--- config.mk ---
export PLATFORM = sky130hd
export DESIGN_NAME = scp_regs
export DESIGN_NICKNAME = d
export VERILOG_FILES = /design/src/rtl/core/scp_pkg.sv /design/src/rtl/core/scp_regs.sv
export SDC_FILE = /design/constraint.sdc
export NUM_CORES = 1
export LEC_CHECK = 0
export ABC_AREA = 0
export BUFFER_PORTS_ARGS = -buffer_cell sky130_fd_sc_hd__buf_2
export CORE_ASPECT_RATIO = 1.2
export CORE_MARGIN = 1
export CORE_UTILIZATION = 30
export DETAILED_ROUTE_END_ITERATION = 7
export GPL_ROUTABILITY_DRIVEN = 0
export GPL_TIMING_DRIVEN = 0
export PLACE_DENSITY = 0.6
export SLEW_MARGIN = 15
export SYNTH_ARGS = -nofsm -noshare
export SYNTH_HDL_FRONTEND = slang
export SYNTH_SLANG_ARGS = --single-unit
--- constraint.sdc ---
create_clock -name clk_i -period 2.8 [get_ports clk_i]
set_input_delay 0.56 -clock clk_i [delete_from_list [all_inputs] [get_ports clk_i]]
set_output_delay 0.56 -clock clk_i [all_outputs]
set_load 0.01 [all_outputs]
--- src/rtl/core/scp_pkg.sv ---
// ----------------------------------------------------------------------------
// scp_pkg
// Shared types, constants and the divider step for the point projection.
// ----------------------------------------------------------------------------
package scp_pkg;

  localparam int CoordW   = 32;             // Q16.16 coordinate
  localparam int ProdW    = 48;             // floored coef*coord product
  localparam int ClipW    = 50;             // clip value after the row sum
  localparam int QuotW    = 34;             // quotient bits below the limit
  localparam int NdcW     = 51;             // normalized value before mapping
  localparam int StepsPerStage = 2;         // quotient bits per divider stage
  localparam int DivStages = QuotW / StepsPerStage;
  localparam int DivLat   = DivStages + 1;  // plus the limit-check stage
  localparam int NumRegs  = 8;
  localparam int RegW     = 64;
  localparam int AddrW    = 6;

  localparam logic signed [ClipW-1:0] WMinRaw = ClipW'(6);
  localparam logic [NdcW:0]           QOne    = (NdcW+1)'(65536);

  typedef logic [RegW-1:0] reg_t;
  typedef reg_t [NumRegs-1:0] regs_t;

  localparam regs_t RegReset = {
    64'h0001_0000_0000_0000, 64'h0,
    64'h0000_0000_0001_0000, 64'h0,
    64'h0,                   64'h0001_0000_0000_0000,
    64'h0,                   64'h0000_0000_0001_0000
  };

  // clip values of one item on their way out of the transform
  typedef struct packed {
    logic                        valid;
    logic                        persp;
    logic [3:0][ClipW-1:0]       l;
  } xf_t;

  // item data traveling beside the divider lanes
  typedef struct packed {
    logic                        persp;
    logic                        wbad;
    logic [2:0]                  neg;
    logic [2:0][ClipW-1:0]       l;
  } side_t;

  typedef struct packed {
    logic             qb;
    logic [ClipW-1:0] r;
  } dstep_t;

  // one restoring division step: shift in a dividend bit, subtract if it fits
  function automatic dstep_t div_step(logic [ClipW-1:0] r, logic b, logic [ClipW-1:0] d);
    logic [ClipW:0] t;
    dstep_t         o;
    t = {r, b};
    if (t >= {1'b0, d}) begin
      o.qb = 1'b1;
      o.r  = ClipW'(t - {1'b0, d});
    end else begin
      o.qb = 1'b0;
      o.r  = t[ClipW-1:0];
    end
    return o;
  endfunction

endpackage

--- src/rtl/core/scp_regs.sv ---
// ----------------------------------------------------------------------------
// scp_regs
// Register file for the 4x4 matrix, written and read over the config port.
// ----------------------------------------------------------------------------
module scp_regs (
  input  logic                        clk_i,
  input  logic                        rst_ni,
  input  logic                        psel,
  input  logic                        penable,
  input  logic                        pwrite,
  input  logic [scp_pkg::AddrW-1:0]   paddr,
  input  logic [scp_pkg::RegW-1:0]    pwdata,
  output logic [scp_pkg::RegW-1:0]    prdata,
  output logic                        pready,
  output scp_pkg::regs_t              regs_o
);
  import scp_pkg::*;

  regs_t regs_q;
  logic  wr_en;

  assign pready = 1'b1;
  assign wr_en  = psel && penable && pwrite;

  // write one register on the access cycle
  always_ff @(posedge clk_i or negedge rst_ni) begin
    if (!rst_ni) begin
      regs_q <= RegReset;
    end else if (wr_en) begin
      regs_q[paddr[AddrW-1:3]] <= pwdata;
    end
  end

  assign prdata = regs_q[paddr[AddrW-1:3]];
  assign regs_o = regs_q;

endmodule

Yosys cells after proc, flatten, opt, wreduce, memory -nomap -nowiden
Cells that the tools add are included.
{"block": "totals", "regBits": 512, "out_inout_bits": 577, "inputBits": 75}
{"block": "classes", "magnitude_cmp": 2, "muxes": 5, "n_reduce_logical": 3}
{"cell": "$bwmux W512", "n": 1}
{"cell": "$bmux W64 S3", "n": 1}
{"cell": "$demux W64 S3", "n": 1}
{"cell": "$mux W64", "n": 2}
{"cell": "$lt A3 B4 Y1 const B", "n": 1}
{"cell": "$ge A3 B1 Y1 const B", "n": 1}
{"cell": "$logic_and A1 B1 Y1", "n": 3}

Logic depth before layout (Yosys ltp)
Gate-level depths: netlist of the first run.
{"block": "logic_depth", "depth_word": 5, "depth_mapped": 5}

Least setup slack after synthesis of the first run
OpenSTA, ideal clock, no wires.
{"block": "synth_timing", "path_type": "input to output", "start": "in paddr[4] (netlist name)", "end": "out prdata[43] (netlist name)", "cell_stages": 4, "t_arrival_ps": 1956, "path_buffers": 2, "slack_ps": 284, "path_cell_list": "buf_2 buf_2 mux4_2 mux2_2"}
{"block": "synth_via", "elab_chain_cells": 2}
{"item": "start: declaration", "line_no": "scp_regs.sv:11", "rtl": "input logic [scp_pkg::AddrW-1:0] paddr,"}
{"item": "$bmux W64 S3", "line_no": "scp_regs.sv:34", "rtl": "assign prdata = regs_q[paddr[AddrW-1:3]];"}
{"item": "$mux W64 (not written as such)", "line_no": "scp_regs.sv:34"}
{"item": "end: declaration", "line_no": "scp_regs.sv:13", "rtl": "output logic [scp_pkg::RegW-1:0] prdata,"}
Every way passes these cells. The select of a mux whose other input is x is not followed.

Final worst setup path of the first run
{"block": "layout_timing", "start": "in paddr[4] (netlist name)", "end": "out prdata[46] (netlist name)"}
The elaborated chain is that of the path after synthesis.

==> impl_metrics.py, run 1 <==
metrics = {
    "outcome": {
        "status": "completed",
    },
    "cells_and_area": {
        "synthToLayoutAreaGrowth_pct": 30.6,
        "multi_input_area_um2": 9470,
        "drive_above_1_share_pct": 73.3,
        "fillers": 7214,
        "regArea_um2": 12800,
        "fin_nets": 2102,
        "largest_reg_flops": 512,
    },
    "worst_setup_path": {
        "crit_type": "input pin to output pin",
        "ff2ff_path_depth": 1,
        "reg2reg_to": "regs_o[363]",
        "cp_max_fo": 10,
        "cp.required_ps": 2240,
        "cp_slowest_cell": "mux4_2",
        "rrSetupSlack_ps": 1950,
        "worstPathArrival_ps": 2210,
        "worstPathCellList": "clkbuf_4 > clkbuf_16 > buf_8 > mux4_2 > mux2_2 > buf_2",
        "start_kind": "input pin",
        "end_kind": "output pin",
        "timing.rr.start": "regs_o[363]",
        "slowest_delay_ps": 610,
    },
    "sta": {
        "min_period_over_period_pct": 98.9,
        "tns_ps": 0,
        "maxSlewHeadroom_pct": 20.5,
        "fin_skew_ps": 0,
        "finalCriticalPeriod_ps": 2770,
        "slew_violations": 0,
        "layout_setup_ws_ps": 32.1,
        "holdWs_ps": 277,
        "fmax_mhz": 361,
        "setup-violations-final": 0,
        "rsz0062_at_grt": "true",
        "worst_pin_slew_ps": 1190,
        "timing_hold_violations_final": 0,
    },
    "die": {
        "die-area_um2": 76700,
        "die_x_um": 253,
        "rows": 110,
        "initial_core_util_pct": 30.3,
        "core_um2": 74900,
        "die_h_um": 303,
        "ioPinCount": 652,
    },
    "min_path": {
        "min_path_cells": 2,
        "worstHoldStart": "pwdata[62]",
        "holdPathEnd": "regs_o[254]",
        "hold_class": "input pin to flop",
    },
    "synth": {
        "synth.area.mux_share_pct": 41.3,
        "yosysSeqAreaShare_pct": 56.5,
        "ys_seq_elements": 512,
        "synth-warning-count": 0,
        "synth_common_cells": "mux2_2, dfrtp_1, mux4_2, buf_2, mux2_1",
        "synth-compound-area-share_pct": 0,
        "yosysUniqueCellTypes": 16,
        "synth_top_family_by_area": "multiplexers",
        "post-synth-top-area-fraction_pct": 56.0,
        "synth_fa_ha_area_share_pct": 0,
        "synth_area_per_cell_um2": 17.2,
        "synth_xor_area_share_pct": 0,
        "syn_nets": 1391,
        "syn-instance-count": 1316,
        "syn_area_um2": 22700,
        "yosys.area.top_type": "dfrtp_1",
        "yosys-top-cells-area": "dfrtp_1, mux2_2, mux4_2",
        "synth-main-ff-cell": "dfrtp_1",
        "synthArstFlopShare_pct": 100,
        "yosysMostFrequentCell": "mux2_2",
        "synth_simple_gate_area_share_pct": 0.392,
        "synth_edf_count": 0,
    },
    "global_route": {
        "grt_pass1_vias": 16322,
        "grt_pass1_wl_mm": 114,
        "antenna_found_initial": 3,
        "grt_usage_pct": 20.3,
        "grt_max_degree": 100,
        "overflow": 0,
    },
    "clocking": {
        "h-tree-depth": 2,
        "clkTransAtPathRegs_ps": 60,
        "cts_sinks": 512,
        "clock_path_buffers": 3,
        "clock_latency_ps": 610,
        "cts_made_buffers": 54,
        "cts_tree": "yes",
        "postCtsSetupRepairBufs": 0,
        "cts_root_buffer": "clkbuf_16",
    },
    "drt": {
        "antenna_left": 0,
        "vias_per_cell": 4.96,
        "vias": 15278,
        "drt-total-wl_mm": 80.0,
        "wl_per_cell_um": 26.0,
        "first_pass_iters": 4,
        "route.detailed.drc": 0,
        "first_iter_violations": 666,
    },
    "pwr": {
        "total_power_mw": 23.9,
        "cellPowerDensity_nw_per_um2": 808,
        "ir_worst_vdd_mv": 0.574,
        "leakage_nw": 14.5,
    },
    "placement": {
        "pre_cts_slack_ps": -1220,
        "hpwlAfterDp_mm": 57.8,
        "port_buffers": 645,
    },
    "flow_run": {
        "drv_cap": 0,
    },
}
## per-stage QoR
step / instances / utilization [%] / area, um2
3_3_place_gp: 2969 / 36.3 / 27200
5_1_grt: 3078 / 39.5 / 29600
4_1_cts: 3076 / 39.5 / 29600
6_report: 3081 / 39.6 / 29600
3_5_place_dp: 2977 / 36.6 / 27400
2_1_floorplan: 1316 / - / 22700
## cell families (layout without fill, tap and decap cells)
logic type             count (synthesis)  count (layout)
multiplexers                         704             704
flip-flops                           512             512
buffers and inverters                 86             839
AND/OR/NAND/NOR                       13              13
other                                  1               5
## layout by cell type (no fill, tap or decap), drive strengths merged
cell type	count
clkbuf	88
nand2b	2
dfstp	4
conb	1
mux4	128
nor3	2
nand4b	1
nand4	1
clkinv	12
buf	725
clkinvlp	2
dlygate4sd3	1
nor2	6
mux2	576
dfrtp	508
diode	4
nand2	1
bufinv	9
inv	2
## power by group
group / leakage (nW) / internal (mW) / switching, mW / total [mW]
clock: 0.968 / 4.78 / 3.12 / 7.91
combinational: 7.01 / 3.08 / 2.92 / 6.00
sequential: 6.54 / 8.86 / 1.17 / 10.0
total: 14.5 / 16.7 / 7.21 / 23.9
## worst max-delay path by stage
stage	depth (start not counted)	slack, ps	to	from
final	6	30	prdata[46]	paddr[4]
after global routing	6	-10	prdata[29]	paddr[4]
after CTS	6	-0.5	prdata[54]	paddr[4]
after detailed placement	6	-1220	prdata[0]	paddr[5]
after global placement	1	-9090	regs_o[162]	rst_ni
after floorplan	4	280	prdata[43]	paddr[4]
## per-layer routing
layer	share of wire, %	vias to the layer above	global-route usage (%)
met3	7.0	152	5.65
met4	3.7	4	7.98
met1	40	8091	24.6
li1	-	6411	-
met2	49	620	34.2
met5	0.034	-	0
## critical path, delay by kind of cell
kind / cells / cell delay (ps)
buffers and inverters: 4 / 740
muxes: 2 / 900
## repair_timing
| item | 4_1_cts | 5_1_grt |
|---|---|---|
| hold buffers | 1 | 0 |
| cloned | 0 | 1 |
| endpoints found under the hold margin | 68 | 0 |
| gates resized for setup | 89 | 12 |
| endpoints found under the setup margin | 64 | 20 |
## final cells by class
cell class              instances  share of cell area, %
diodes                          4                 0.0338
plain buffers                  86                   2.20
clock buffers                  73                   5.35
clock inverters                25                   1.25
multi-input cells             718                   32.0
flip-flops and latches        512                   43.3
well taps                    1008                   4.26
repair buffers                655                   11.6
Note: power is estimated with default switching activity, not from simulation.
==> run 2: changes to the inputs <==
==> constraint.sdc (replaced) <==
create_clock -name clk_i -period 3 [get_ports clk_i]
set_input_delay 0.6 -clock clk_i [delete_from_list [all_inputs] [get_ports clk_i]]
set_output_delay 0.6 -clock clk_i [all_outputs]
set_load 0.01 [all_outputs]
==> impl_metrics.py, run 2 (synthesized netlist as in run 1, its figures left out) <==
metrics = {
    "outcome": {
        "status": "completed",
    },
    "drt": {
        "first_pass_iters": 5,
        "vias_per_cell": 4.94,
        "antenna_left": 0,
        "wl_per_cell_um": 25.9,
        "vias": 15228,
        "first_iter_violations": 644,
        "route.detailed.drc": 0,
        "drt-total-wl_mm": 79.6,
    },
    "cells_and_area": {
        "final_cell_mix": "buf_2, mux2_2, dfrtp_1, mux4_2, clkbuf_16",
        "final_area_um2": 29500,
        "final_common_cell": "buf_2",
        "fin_nets": 2101,
        "final_util_pct": 39.4,
        "synthToLayoutAreaGrowth_pct": 30.0,
        "drive_above_1_share_pct": 73.3,
        "largest_reg_flops": 512,
        "final_cells": 3080,
    },
    "sta": {
        "rsz0062_at_grt": "false",
        "maxSlewHeadroom_pct": 26.1,
        "fmax_mhz": 338,
        "min_period_over_period_pct": 98.7,
        "holdWs_ps": 317,
        "layout_setup_ws_ps": 39.6,
        "setup-violations-final": 0,
        "slew_violations": 0,
        "worst_pin_slew_ps": 1110,
        "fin_skew_ps": 0,
        "timing_hold_violations_final": 0,
        "finalCriticalPeriod_ps": 2960,
        "tns_ps": 0,
    },
    "worst_setup_path": {
        "cp.required_ps": 2400,
        "end_kind": "output pin",
        "crit_type": "input pin to output pin",
        "cp_max_fo": 10,
        "worstPathArrival_ps": 2360,
        "start_kind": "input pin",
    },
    "clocking": {
        "cts_root_buffer": "clkbuf_16",
        "clock_latency_ps": 610,
        "clkTransAtPathRegs_ps": 60,
        "cts_made_buffers": 54,
        "clock_path_buffers": 3,
        "cts_sinks": 512,
        "cts_tree": "yes",
        "h-tree-depth": 2,
        "postCtsSetupRepairBufs": 0,
    },
    "global_route": {
        "antenna_found_initial": 3,
        "grt_pass1_wl_mm": 114,
        "grt_max_degree": 100,
        "grt_pass1_vias": 16337,
        "grt_use_met3_pct": 5.63,
        "busiest_layer": "met2",
        "met2_usage_pct": 34.2,
        "grt_usage_pct": 20.3,
        "global_route.usage.met1_pct": 24.6,
        "overflow": 0,
    },
    "pwr": {
        "power_frac_seq_pct": 41.9,
        "leakage_nw": 14.5,
        "power_frac_comb_pct": 25.0,
        "total_power_mw": 22.3,
        "p_int_mw": 15.6,
        "p_sw_share_pct": 30.2,
        "pwr-share-clk_pct": 33.1,
        "ir_worst_vdd_mv": 0.536,
        "p_switching_mw": 6.73,
        "cellPowerDensity_nw_per_um2": 757,
    },
    "placement": {
        "placed_cell_area_um2": 27400,
        "port_buffers": 645,
        "dp_cells": 2977,
        "pre_cts_slack_ps": -1100,
        "hpwlAfterDp_mm": 57.8,
    },
    "die": {
        "die_h_um": 303,
        "die_x_um": 253,
        "core_um2": 74900,
        "die-area_um2": 76700,
        "rows": 110,
        "initial_core_util_pct": 30.3,
        "ioPinCount": 652,
    },
    "flow_run": {
        "drv_cap": 0,
    },
    "min_path": {
        "hold_class": "input pin to flop",
    },
}
## run 2: cell count changes in the layout (fill, tap and decap cells not counted), sizes merged
cell	previous run	this run
clkbuf	88	87
## run 2: routing by layer
layer | share of wire (%) | vias up
met5 | 0.030 | -
met4 | 4.1 | 4
met3 | 7.0 | 165
met2 | 49 | 604
met1 | 40 | 8045
li1 | - | 6410
## run 2: path summary, 6_finish.rpt
check | from | to | slack, ps | cells past startpoint
min reg2reg | regs_o[135] | regs_o[135] | 510 | 1
min | pwdata[62] | regs_o[254] | 320 | 2
min in group asynchronous | rst_ni | regs_o[455] | 530 | 2
max reg2reg | regs_o[363] | regs_o[363] | 2150 | 1
max | paddr[5] | prdata[19] | 40 | 6
max in group asynchronous | rst_ni | regs_o[105] | 700 | 5
## run 2: critical path, stage by stage
cell      delay (ps)
buf_2            200
clkbuf_4         340
buf_2            380
mux4_2           390
mux2_2           280
buf_2            150
## run 2: what timing repair did
| item | CTS | global route |
|---|---|---|
| gates resized for setup | 65 | 9 |
| hold endpoints to repair | 68 | 0 |
| hold buffers | 1 | 0 |
| setup endpoints to repair | 64 | 13 |
## run 2: layout make-up
cell class	instances	area, um2
multi-input combinational	718	9470
buffer	86	544
tap	1008	1260
antenna	4	10.0
fill	7228	45400
timing repair buffer	654	3430
clock buffer	73	1580
sequential	512	12800
clock inverter	25	369
## run 2: power groups by stage
stage	Sequential, mW	Clock (mW)	Combinational, mW
after floorplan	9.86	0	2.28
after global placement	9.37	0	5.51
after detailed placement	9.47	0	5.60
after CTS	9.36	7.56	5.64
after global routing	9.55	7.81	5.94
final	9.36	7.39	5.57
==> run 3: changes to the inputs <==
--- a/config.mk
+++ b/config.mk
@@ -14,7 +14,6 @@
 export GPL_ROUTABILITY_DRIVEN = 0
 export GPL_TIMING_DRIVEN = 0
 export PLACE_DENSITY = 0.6
-export SLEW_MARGIN = 15
 export SYNTH_ARGS = -nofsm -noshare
 export SYNTH_HDL_FRONTEND = slang
 export SYNTH_SLANG_ARGS = --single-unit
==> constraint.sdc (replaced) <==
create_clock -name clk_i -period 3.3 [get_ports clk_i]
set_input_delay 0.66 -clock clk_i [delete_from_list [all_inputs] [get_ports clk_i]]
set_output_delay 0.66 -clock clk_i [all_outputs]
set_load 0.01 [all_outputs]
==> impl_metrics.py, run 3 (synthesized netlist as in run 1, its figures left out) <==
metrics = {
    "worst_setup_path": {
        "crit_type": "input pin to output pin",
        "worstPathArrival_ps": 2570,
        "end_kind": "output pin",
        "cp.required_ps": 2640,
        "start_kind": "input pin",
        "cp_max_fo": 10,
    },
    "global_route": {
        "antenna_found_initial": 4,
        "overflow": 0,
        "grt_pass1_vias": 16330,
        "grt_pass1_wl_mm": 115,
        "grt_usage_pct": 20.3,
        "grt_max_degree": 126,
    },
    "sta": {
        "setup-violations-final": 0,
        "slew_violations": 0,
        "timing_hold_violations_final": 0,
        "min_period_over_period_pct": 97.9,
        "finalCriticalPeriod_ps": 3230,
        "rsz0062_at_grt": "false",
        "fmax_mhz": 310,
        "holdWs_ps": 393,
        "worst_pin_slew_ps": 1080,
        "fin_skew_ps": 0,
        "maxSlewHeadroom_pct": 27.8,
    },
    "drt": {
        "antenna_left": 0,
        "first_iter_violations": 718,
        "first_pass_iters": 4,
        "wl_per_cell_um": 25.9,
        "drt-total-wl_mm": 79.6,
        "route.detailed.drc": 0,
        "vias": 15225,
        "vias_per_cell": 4.95,
    },
    "placement": {
        "port_buffers": 645,
        "hpwlAfterDp_mm": 57.4,
        "placed_cell_area_um2": 27300,
    },
    "clocking": {
        "clock_latency_ps": 590,
        "clkTransAtPathRegs_ps": 60,
        "clock_path_buffers": 3,
        "cts_tree": "yes",
        "cts_sinks": 512,
        "h-tree-depth": 2,
        "postCtsSetupRepairBufs": 0,
        "cts_made_buffers": 54,
        "cts_root_buffer": "clkbuf_16",
    },
    "cells_and_area": {
        "synthToLayoutAreaGrowth_pct": 29.2,
        "largest_reg_flops": 512,
        "final_cell_mix": "buf_2, mux2_2, dfrtp_1, mux4_2, clkbuf_16",
        "final_common_cell": "buf_2",
        "fin_nets": 2098,
        "final_area_um2": 29300,
        "drive_above_1_share_pct": 72.9,
        "fillers": 7191,
    },
    "die": {
        "die_x_um": 253,
        "die_h_um": 303,
        "ioPinCount": 652,
        "initial_core_util_pct": 30.3,
        "rows": 110,
        "core_um2": 74900,
        "die-area_um2": 76700,
    },
    "pwr": {
        "total_power_mw": 20.1,
        "cellPowerDensity_nw_per_um2": 685,
        "leakage_nw": 14.4,
        "ir_worst_vdd_mv": 0.427,
    },
    "flow_run": {
        "drv_cap": 0,
    },
    "outcome": {
        "status": "completed",
    },
    "min_path": {
        "hold_class": "input pin to flop",
    },
}
[run 3: cell types whose count changed in the layout (fill, tap and decap cells not counted), moves of 3 or more]
| cell | change |
|---|---|
| bufinv_16 | -3 |
| clkbuf_2 | +7 |
| buf_4 | +6 |
| buf_6 | -11 |
| clkbuf_1 | +7 |
| clkbuf_4 | -4 |
[run 3: routing by layer]
| metal | wire, um | share of wire, % | GRT usage, % | vias to the layer above |
|---|---|---|---|---|
| met5 | 25 | 0.031 | 0 | - |
| li1 | - | - | - | 6393 |
| met2 | 39900 | 50 | 34.7 | 558 |
| met4 | 2250 | 2.8 | 6.81 | 4 |
| met3 | 5270 | 6.6 | 5.36 | 121 |
| met1 | 32100 | 40 | 24.7 | 8149 |
[run 3: area by class of cell]
class	instances	area, um2	share of cell area (%)
antenna	2	5.00	0.0171
multi-input combinational	718	9470	32.3
sequential	512	12800	43.7
buffer	86	478	1.63
clock buffer	81	1650	5.62
clock inverter	20	260	0.888
tap	1008	1260	4.30
timing repair buffer	651	3370	11.5
[run 3: path summary, 6_finish.rpt]
path / endpoint / slack, ps / startpoint / cells after the start
setup reg to reg: regs_o[363] / 2450 / regs_o[363] / 1
hold / removal: regs_o[249] / 390 / pwdata[57] / 2
hold reg to reg: regs_o[253] / 510 / regs_o[253] / 1
min in group asynchronous: regs_o[456] / 590 / rst_ni / 2
max in group asynchronous: regs_o[225] / 1050 / rst_ni / 4
setup / recovery: prdata[46] / 70 / paddr[5] / 6
[run 3: power breakdown]
part	switching [mW]	internal (mW)	total, mW	leakage, nW
sequential	0.991	7.52	8.51	6.54
clock	2.60	3.91	6.51	0.945
combinational	2.47	2.58	5.05	6.91
[run 3: repair_timing]
item,CTS,global route
gates resized for setup,42,2
hold endpoints to repair,17,0
setup endpoints to repair,64,11
gates cloned,0,0
hold buffers,1,0
[run 3: stage by stage]
step           util (%)  worst slack [ps]  setup TNS [ps]  cells
6_report           39.2              69.4               0   3078
2_1_floorplan         -               584               0   1316
3_3_place_gp       36.3             -8690        -4441100   2969
5_1_grt            39.2              10.1               0   3077
3_5_place_dp       36.5              -943          -43140   2974
4_1_cts            39.1              5.18               0   3076
[run 3: worst max-delay path, cell delays in order]
cell and delay [ps]:
buf_2 190, clkbuf_4 330, clkdlybuf4s15_2 500, mux4_2 450, mux2_2 280, buf_2 140
